File: src/tkch_pkg.sv
// ----------------------------------------------------------------------------
// tkch_pkg
// types, constants and hash helpers for the tuple-key chained hash table
// ----------------------------------------------------------------------------
package tkch_pkg;

  localparam int unsigned KeyWordsDef   = 4;
  localparam int unsigned CapacityDef   = 1024;
  localparam int unsigned MaxBucketsDef = 1024;

  localparam logic [31:0] FnvBasis = 32'd2166136261;
  localparam logic [31:0] FnvMult  = 32'd16777619;

  localparam logic [3:0] BucketBitsRst = 4'd10;

  typedef enum logic [1:0] {
    KIND_INSERT = 2'd0,
    KIND_FIND   = 2'd1,
    KIND_READ   = 2'd2,
    KIND_NONE   = 2'd3
  } kind_e;

  typedef enum logic [2:0] {
    ST_INSERTED  = 3'd0,
    ST_DUPLICATE = 3'd1,
    ST_FOUND     = 3'd2,
    ST_NOT_FOUND = 3'd3,
    ST_FULL      = 3'd4,
    ST_READ_OK   = 3'd5
  } status_e;

  typedef struct packed {
    logic [1:0]  kind;
    logic [31:0] key_word0;
    logic [31:0] key_word1;
    logic [31:0] key_word2;
    logic [31:0] key_word3;
    logic [63:0] new_value;
    logic [9:0]  entry_select;
  } req_t;

  typedef struct packed {
    logic [2:0]  status;
    logic [9:0]  entry_number;
    logic [9:0]  bucket_index;
    logic [63:0] read_value;
  } rsp_t;

  typedef enum logic [3:0] {
    BK_CLEAR,
    BK_IDLE,
    BK_HASH,
    BK_HEAD,
    BK_HEAD_WAIT,
    BK_ENTRY,
    BK_ENTRY_WAIT,
    BK_LINK,
    BK_VALUE,
    BK_VALUE_WAIT,
    BK_DONE
  } back_state_e;

  // one fnv-1a byte step: xor then multiply
  function automatic logic [31:0] fnv_step(logic [31:0] h, logic [7:0] b);
    logic [31:0] x;
    x = h ^ {24'd0, b};
    return x * FnvMult;
  endfunction

endpackage

File: src/tkch_front.sv
// ----------------------------------------------------------------------------
// tkch_front
// two-entry request queue feeding the table engine
// ----------------------------------------------------------------------------
module tkch_front (
  input  logic            clk_i,
  input  logic            rst_ni,
  input  logic            in_valid_i,
  output logic            in_stall_o,
  input  tkch_pkg::req_t  in_data_i,
  output logic            q_valid_o,
  input  logic            q_pop_i,
  output tkch_pkg::req_t  q_data_o
);

  tkch_pkg::req_t mem_q [2];
  logic           wr_q, rd_q;
  logic [1:0]     cnt_q;
  logic           push;

  assign in_stall_o = (cnt_q == 2'd2);
  assign push       = in_valid_i && !in_stall_o;
  assign q_valid_o  = (cnt_q != 2'd0);
  assign q_data_o   = mem_q[rd_q];

  always_ff @(posedge clk_i) begin
    if (push) begin
      mem_q[wr_q] <= in_data_i;
    end
  end

  always_ff @(posedge clk_i or negedge rst_ni) begin
    if (!rst_ni) begin
      wr_q  <= 1'b0;
      rd_q  <= 1'b0;
      cnt_q <= 2'd0;
    end else begin
      if (push) wr_q <= ~wr_q;
      if (q_pop_i) rd_q <= ~rd_q;
      cnt_q <= cnt_q + {1'b0, push} - {1'b0, q_pop_i};
    end
  end

endmodule

File: config.mk
export PLATFORM = sky130hd
export DESIGN_NAME = tkch_front
export DESIGN_NICKNAME = d
export VERILOG_FILES = /design/src/tkch_pkg.sv /design/src/tkch_front.sv
export SDC_FILE = /design/constraint.sdc
export NUM_CORES = 1
export LEC_CHECK = 0
export ABC_AREA = 1
export BUFFER_PORTS_ARGS = -buffer_cell sky130_fd_sc_hd__buf_2
export CORE_AREA = 4 4 190 192
export CTS_CLUSTER_DIAMETER = 40
export DETAILED_ROUTE_END_ITERATION = 10
export DIE_AREA = 0 0 194 196
export PLACE_DENSITY = 0.69
export REMOVE_ABC_BUFFERS = 1
export SLEW_MARGIN = 30
export SYNTH_ARGS = -nofsm -noshare
export SYNTH_HDL_FRONTEND = slang
export SYNTH_SLANG_ARGS = --single-unit
File: constraint.sdc
create_clock -name clk_i -period 13.7 [get_ports clk_i]
set_input_delay 1.37 -clock clk_i [delete_from_list [all_inputs] [get_ports clk_i]]
set_output_delay 1.37 -clock clk_i [all_outputs]
set_load 0.1 [all_outputs]
Word-level counts from Yosys, hierarchy flattened
Memories as Yosys holds them, arrays and structs flattened.
Index checks and enable logic that the tools add are counted.
- bits in registers: 4
- latch bits: 0
- memory bits (writable): 408
- memory bits (read-only): 0
- output and inout port bits: 206
- logic and storage cells: 14
- memories: 1
- add/subtract/negate cells: 2
- multipliers: 0
- div/mod/pow operators: 0
- order comparisons: 0
- equality and inequality tests: 1
- shift operators: 0
- muxes and demuxes: 2
- bitwise operators: 2
- reductions and logical operators: 3
- memories (memory ; depth ; bits a word ; read ports ; clocked after memory_dff ; write ports ; RTL line ; RTL):
    mem_q ; 2 ; 204 ; 1 ; 0 ; 1 ; tkch_front.sv:16 ; tkch_pkg::req_t mem_q [2];
- operators by type and width (cell ; number):
    2-bit by 1-bit adder with 2-bit output ; 1
    2-bit equality test (second input constant) ; 1
    1-bit two-way mux ; 2
    1-bit inverter ; 2
    2-bit nonzero test ; 1
    2-bit by 1-bit subtractor with 2-bit output ; 1
    1-bit logical AND ; 1
    1-bit zero test ; 1

Depth between registers and ports, before layout
Gate-level depths: netlist (run 1).
- depth after elaboration: 5
- gate-level depth with buffers: 9

Least setup slack after synthesis (run 1)
OpenSTA, ideal clock, no wires.
- kind: in2reg
- from: input port in_valid_i
- to: memory mem_q[1][0] (netlist name), enable pin
- library setup time: 0.771 ns
- arrival time: 9.910 ns
- required time: 12.929 ns
- path slack: 3.019 ns
- stages on the path: 2
- buffers on the path: 0
- path through: nand2_1 nor2_1
- cells in the longest elaborated chain, start to end: 3
- RTL lines (what ; RTL line ; RTL):
    from (decl) ; tkch_front.sv:8 ; input logic in_valid_i,
    1-bit logical AND ; tkch_front.sv:22 ; assign push = in_valid_i && !in_stall_o;
    1-bit two-way mux ; tkch_front.sv:27 ; if (push) begin
    1-bit two-way mux (not written as such) ; tkch_front.sv:28 ; mem_q[wr_q] <= in_data_i;
    to (decl) ; tkch_front.sv:16 ;
Every way passes these cells.

==> results.md, run 1 <==
* Synth cell count leaders: edfxtp_1 (408), nand2_1 (214), inv_1 (212)
* Ys async rst share at 0.00971
* Global route overflow at 0
* Crit Path Class: flop to output pin
* Arr. time, crit path at between 3 and 4 ns
* Register area at 0.0124 sq mm
* Placer congestion estimate at 0.807
* Synthesized area at 0.0153 sq mm
* Final setup viols at 0
* Max Cap Viol at 0
* Post-place setup slack at around 8.9 ns
* Seq cells post-synth at between 400 and 500
* CTS Hold Bufs at 0
* Vert. Die Dim at 196 um
* Final ANT Viol Nets at 0
* Slew Limit Fails at 0
* Rows at 68
* Min Tclk post-route at between 4 and 5 ns
* Initial antenna violation count at 8
* Final nets at 1729
* First-pass DRT Iterations at 5
* Fill cells at 2777
* Worst Skew at 0.0130 ns
* Num CTS Buffers at 48
* Post-route setup slack at 8.83 ns
* Share of post-route cells with drive strength above 1 at 0.320
* # DRC at 0
* Area Growth Syn to Fin at 26.9%
* Critical Path Source Type: flop
* Initial core utilization at 0.445
* Pin count of the biggest net entering global routing at around 130
* EDFF count, synth at 408
* Top_reg_cell synth: edfxtp_1
* Worst-Margin Slew at 0.789 ns
* Via count at 9348
* Count leader, synth: edfxtp_1
* First-pass GRT wire length at 50.1 mm
* Clock slew at reported path FFs at 0.06 ns
* CTS H-tree depth at 2
* Library cells used by synthesis at 13
* Period utilisation layout at 0.355
* Routed WL at 32.5 mm
* Die ar. at approximately 0.038 sq mm
* PostCTS Resize Cnt at 0
* Initial drt markers at approximately 600
* Min-delay worst type: flop to flop
* CTS root buf: clkbuf_16
* Critical Path Fanout Max at 112
* CTS max path bufs at 3
* Post-DP HPWL at 22.0 mm
* Setup TNS at 0 ns
* Syn_area_per_cell at 14.0 sq um
* Area leader, netlist: edfxtp_1
* Post-CTS Setup Inserts at 0
* Drt via density at between 4 and 5
* RSZ-0062 raised after global routing: false
* CTS tree: built
* Outcome: finished, final reports clean
* Vias in the first global route at approximately 9400
* Top-area cell type share of the netlist area at 0.801
* Worst slew margin at 0.474
* CORE AREA at 0.0344 sq mm
* Sinks on Clock Net at ~410
* Yosys Warn Count at 0
* Routed len/inst at 16.1 um
* Seq/Total Area, Yosys at 0.808
* GRT Overall Usage at 0.167
* Final hold vios at 0
* Worst-Skew Late Latency at 0.57 ns
* I/O Pins at 414
* Top cells by area, synth: edfxtp_1 (80%), nand2_1 (5.3%), inv_1 (5.2%)
* Area of the multi-input gates at 0.00188 sq mm
* Port bufs at roughly 410
* Critical Path End Type: output pin
* Max Clock Freq at 205 MHz
* Final core occ at 0.564
* DIE WIDTH at around 190 um
* Required time worst endpoint at about 12 ns
* Post-Syn Instances at ~1100
==> cell type report <==
| type | count | area share |
|---|---|---|
| flip-flops and latches | 412 | 0.637 |
| repair buffers | 421 | 0.111 |
| multi-input cells | 424 | 0.0969 |
| clock buffers | 57 | 0.0658 |
| inverters | 212 | 0.0417 |
| well taps | 455 | 0.0293 |
| clock inverters | 32 | 0.0173 |
| diodes | 7 | 0.000903 |
==> per-layer routing <==
layer  GRT usage  vias to the layer above  part of all wire
met5           0                        -           0.00040
met4      0.0612                        2             0.027
met3      0.0678                       58             0.096
met2       0.279                      334              0.50
met1       0.195                     4380              0.38
li1            -                     4574                 -
==> worst paths after layout <==
kind                            startpoint      endpoint  slack (ns)  cells past startpoint
worst max-delay path                  rd_q  q_data_o[22]        8.83                      5
worst min-delay path                  wr_q          wr_q        0.48                      2
worst max register to register    cnt_q[1]  mem_q[1][61]       10.87                      5
worst min register to register        wr_q          wr_q        0.48                      2
max in group asynchronous           rst_ni          rd_q       12.96                      1
min in group asynchronous           rst_ni          rd_q        0.60                      1
==> per-stage QoR <==
stage          area [sq um]  instances  hold WS (ns)
3_5_place_dp          17800       1924         0.471
3_3_place_gp          17700       1923         0.453
2_1_floorplan         15000       1048         0.442
6_report              19400       2020         0.480
5_1_grt               19400       2017         0.515
4_1_cts               19400       2013         0.486
==> layout by cell type (no fill, tap or decap), types with 2 or more instances in the layout <==
cell          n
buf_2       413
buf_4         2
buf_6         5
bufinv_16     5
clkbuf_1      7
clkbuf_16    50
clkinv_1      7
clkinv_2      6
clkinv_4      3
clkinv_8      2
clkinvlp_4    4
dfrtp_1       3
diode_2       7
edfxtp_1    408
ha_1          2
inv_1       211
inv_6         4
inv_8         2
nand2_1     214
nand3_1       2
o21ai_0     138
o21ai_1      66
==> worst max-delay path, cell delays in order, from the launching register on <==
cell and delay (ns):
dfrtp_4 0.85, buf_6 0.61, buf_6 0.60, nand2_1 0.12
o21ai_0 0.13, buf_2 0.46
==> registers in the layout (all words and copies together), names as in the netlist <==
name   flops
wr_q       1
rd_q       1
mem_q    408
cnt_q      2
==> cell families after synthesis <==
group,count (synthesis),synth area share
adders and majority gates,2,0.00164
buffers and inverters,257,0.0698
and+or+nand+nor,217,0.0534
DFF,412,0.808
xor gates and xnor gates,1,0.000573
AOI/OAI and AO/OA,204,0.0668
Power of run 1 is left out: the tool's default activity adds up to more than one toggle a clock period on the data nets, which glitch-free logic cannot reach.
==> run 2: changes to the inputs <==
- clock period: 13.7 -> 4.74 ns (I/O delays scaled with it)
==> run 2 against run 1 <==
Compared with the run above: design area grew 0.87%; non-clock buffer count grew 5; core utilization grew 0.49 points; largest cell class unchanged.
==> results.md, run 2 (synthesized netlist as in run 1, its figures left out) <==
* Busiest grt layer: met2
* Critical Path Fanout Max at 103 (-8.0%)
* Initial core utilization at 0.445 (unchanged)
* Port bufs at 413 (unchanged)
* Area after DPL at 0.0178 sq mm (+0.27%)
* Initial drt markers at 521 (-13%)
* Initial antenna violation count at 10 (+2)
* Critical Path End Type: output pin
* Post-DP HPWL at 22.3 mm (+1.5%)
* Max Cap Viol at 0 (unchanged)
* First-pass DRT Iterations at 5 (unchanged)
* Final hold vios at 0 (unchanged)
* Outcome: finished, final reports clean
* RSZ-0062 raised after global routing: false
* Period utilisation layout at 0.681
* Placer congestion estimate at 0.830 (+2.8%)
* CTS root buf: clkbuf_16
* CTS max path bufs at 3 (unchanged)
* Most frequent CP cell: buf_12
* Pin count of the biggest net entering global routing at 129 (-1.5%)
* CORE AREA at 0.0344 sq mm (unchanged)
* Worst-Margin Slew at 0.762 ns (-0.0266 ns)
* Via count at 9414 (+0.71%)
* Crit Path Class: flop to output pin
* Area Growth Syn to Fin at 28.0%
* Share of post-route cells with drive strength above 1 at 0.326 (+0.00582)
* Final ANT Viol Nets at 0 (unchanged)
* Drt via density at 4.64 (+0.16%)
* Min-delay worst type: input port to flop
* Global route overflow at 0 (unchanged)
* Final nets at 1736 (+0.40%)
* First-pass GRT wire length at 49.9 mm (-0.37%)
* Met2 GRT Util at 0.282 (+0.00207)
* Critical Path Source Type: flop
* Clock slew at reported path FFs at 0.06 ns (about the same)
* Max reg flops at 408 (unchanged)
* GR Layer Usage met3 at 0.0579 (-0.00996)
* # DRC at 0 (unchanged)
* Worst slew margin at 0.492 (+0.0177)
* Sinks on Clock Net at 412 (unchanged)
* Routed WL at 32.8 mm (+1.1%)
* CTS tree: built
* Vert. Die Dim at 196 um (unchanged)
* CTS H-tree depth at 2 (unchanged)
* Critical path's slowest cell: dfrtp_4
* Rows at 68 (unchanged)
* Biggest regs: mem_q: 408 flops, cnt_q: 2 flops
* Num CTS Buffers at 50 (+4.2%)
* Routed len/inst at 16.2 um (+0.59%)
* DIE WIDTH at 194 um (unchanged)
* Slew Limit Fails at 0 (unchanged)
* Max Clock Freq at 310 MHz
* PostCTS Resize Cnt at 0 (unchanged)
* Final setup viols at 0 (unchanged)
* Peak per-stage delay on the critical path at 0.73 ns (-0.12 ns)
* Worst Skew at 0.0147 ns (+0.00168 ns)
* Most common cell after layout, fill and taps aside: buf_2
* Arr. time, crit path at 2.75 ns (-0.75 ns)
* Min Tclk post-route at roughly 3.2 ns
* Final Instance Area at 0.0196 sq mm (+0.87%)
* Worst-Skew Late Latency at 0.56 ns (about the same)
* Met1 usage at 0.193 (-0.00191)
* Die ar. at 0.0380 sq mm (unchanged)
* Required time worst endpoint at 4.27 ns (-8.06 ns)
* GRT Overall Usage at 0.167 (-0.000187)
* Most frequent cells in the layout: buf_2 (413), edfxtp_1 (408), nand2_1 (214)
* Largest Register: mem_q
* I/O Pins at 414 (unchanged)
* Vias in the first global route at 9365 (-0.16%)
* Sequence of cells on the critical path: buf_12 > buf_12 > nand2_1 > o21ai_0 > buf_2
-- run 2: changes by cell type in the layout (fill, tap and decap cells not counted), sizes merged --
cell         before  now
clkinv           18   19
clkbuf           57   58
bufinv            5    4
inv             217  220
buf             421  425
diode             7    9
dlygate4sd3       0    1
-- run 2: stage by stage --
stage / hold WS (ns) / setup WS, ns / TNS (ns) / std cells / utilization
floorplan: 0.178 / -5.44 / -2131.44 / 1048 / -
global placement: 0.285 / 2.01 / 0 / 1926 / 0.518
detailed placement: 0.288 / 1.92 / 0 / 1926 / 0.518
CTS: 0.0561 / 1.30 / 0 / 2020 / 0.567
global route: 0.0618 / 1.33 / 0 / 2027 / 0.569
finish: 0.101 / 1.51 / 0 / 2031 / 0.569
-- run 2: layout make-up --
type | instances | area (sq um)
fillers | 2767 | 14800
flip-flops and latches | 412 | 12400
clock inverters | 35 | 347
well taps | 455 | 569
inverters | 212 | 803
multi-input cells | 424 | 1880
diodes | 9 | 22.5
clock buffers | 58 | 1350
repair buffers | 426 | 2250
-- run 2: final timing paths --
path                       slack (ns)      startpoint             to  depth (start not counted)
max reg2reg                      2.40        cnt_q[1]   mem_q[0][47]                          5
min in group asynchronous        0.27          rst_ni       cnt_q[0]                          2
min reg2reg                      0.49            wr_q           wr_q                          2
max in group asynchronous        4.33          rst_ni           rd_q                          2
max                              1.51            rd_q  q_data_o[198]                          5
min                              0.10  in_data_i[184]  mem_q[1][184]                          1
-- run 2: timing repair --
action                                 in CTS  in global routing
setup buffers                               0                  0
endpoints found under the hold margin       4                  0
hold buffers                                1                  0
-- run 2: routing by layer --
| metal | vias up | routed length, um |
|---|---|---|
| met3 | 69 | 3050 |
| met4 | 4 | 1130 |
| met1 | 4356 | 12200 |
| met5 | - | 21 |
| li1 | 4597 | - |
| met2 | 388 | 16400 |
-- run 2: worst max-delay path, delay by kind of cell (launching register included) --
kind                   cells  cell delay (ns)
AOI/OAI and AO/OA          1             0.18
buffers and inverters      3             1.14
DFF                        1             0.73
and+or+nand+nor            1             0.08
Power of run 2 is left out for the same reason.
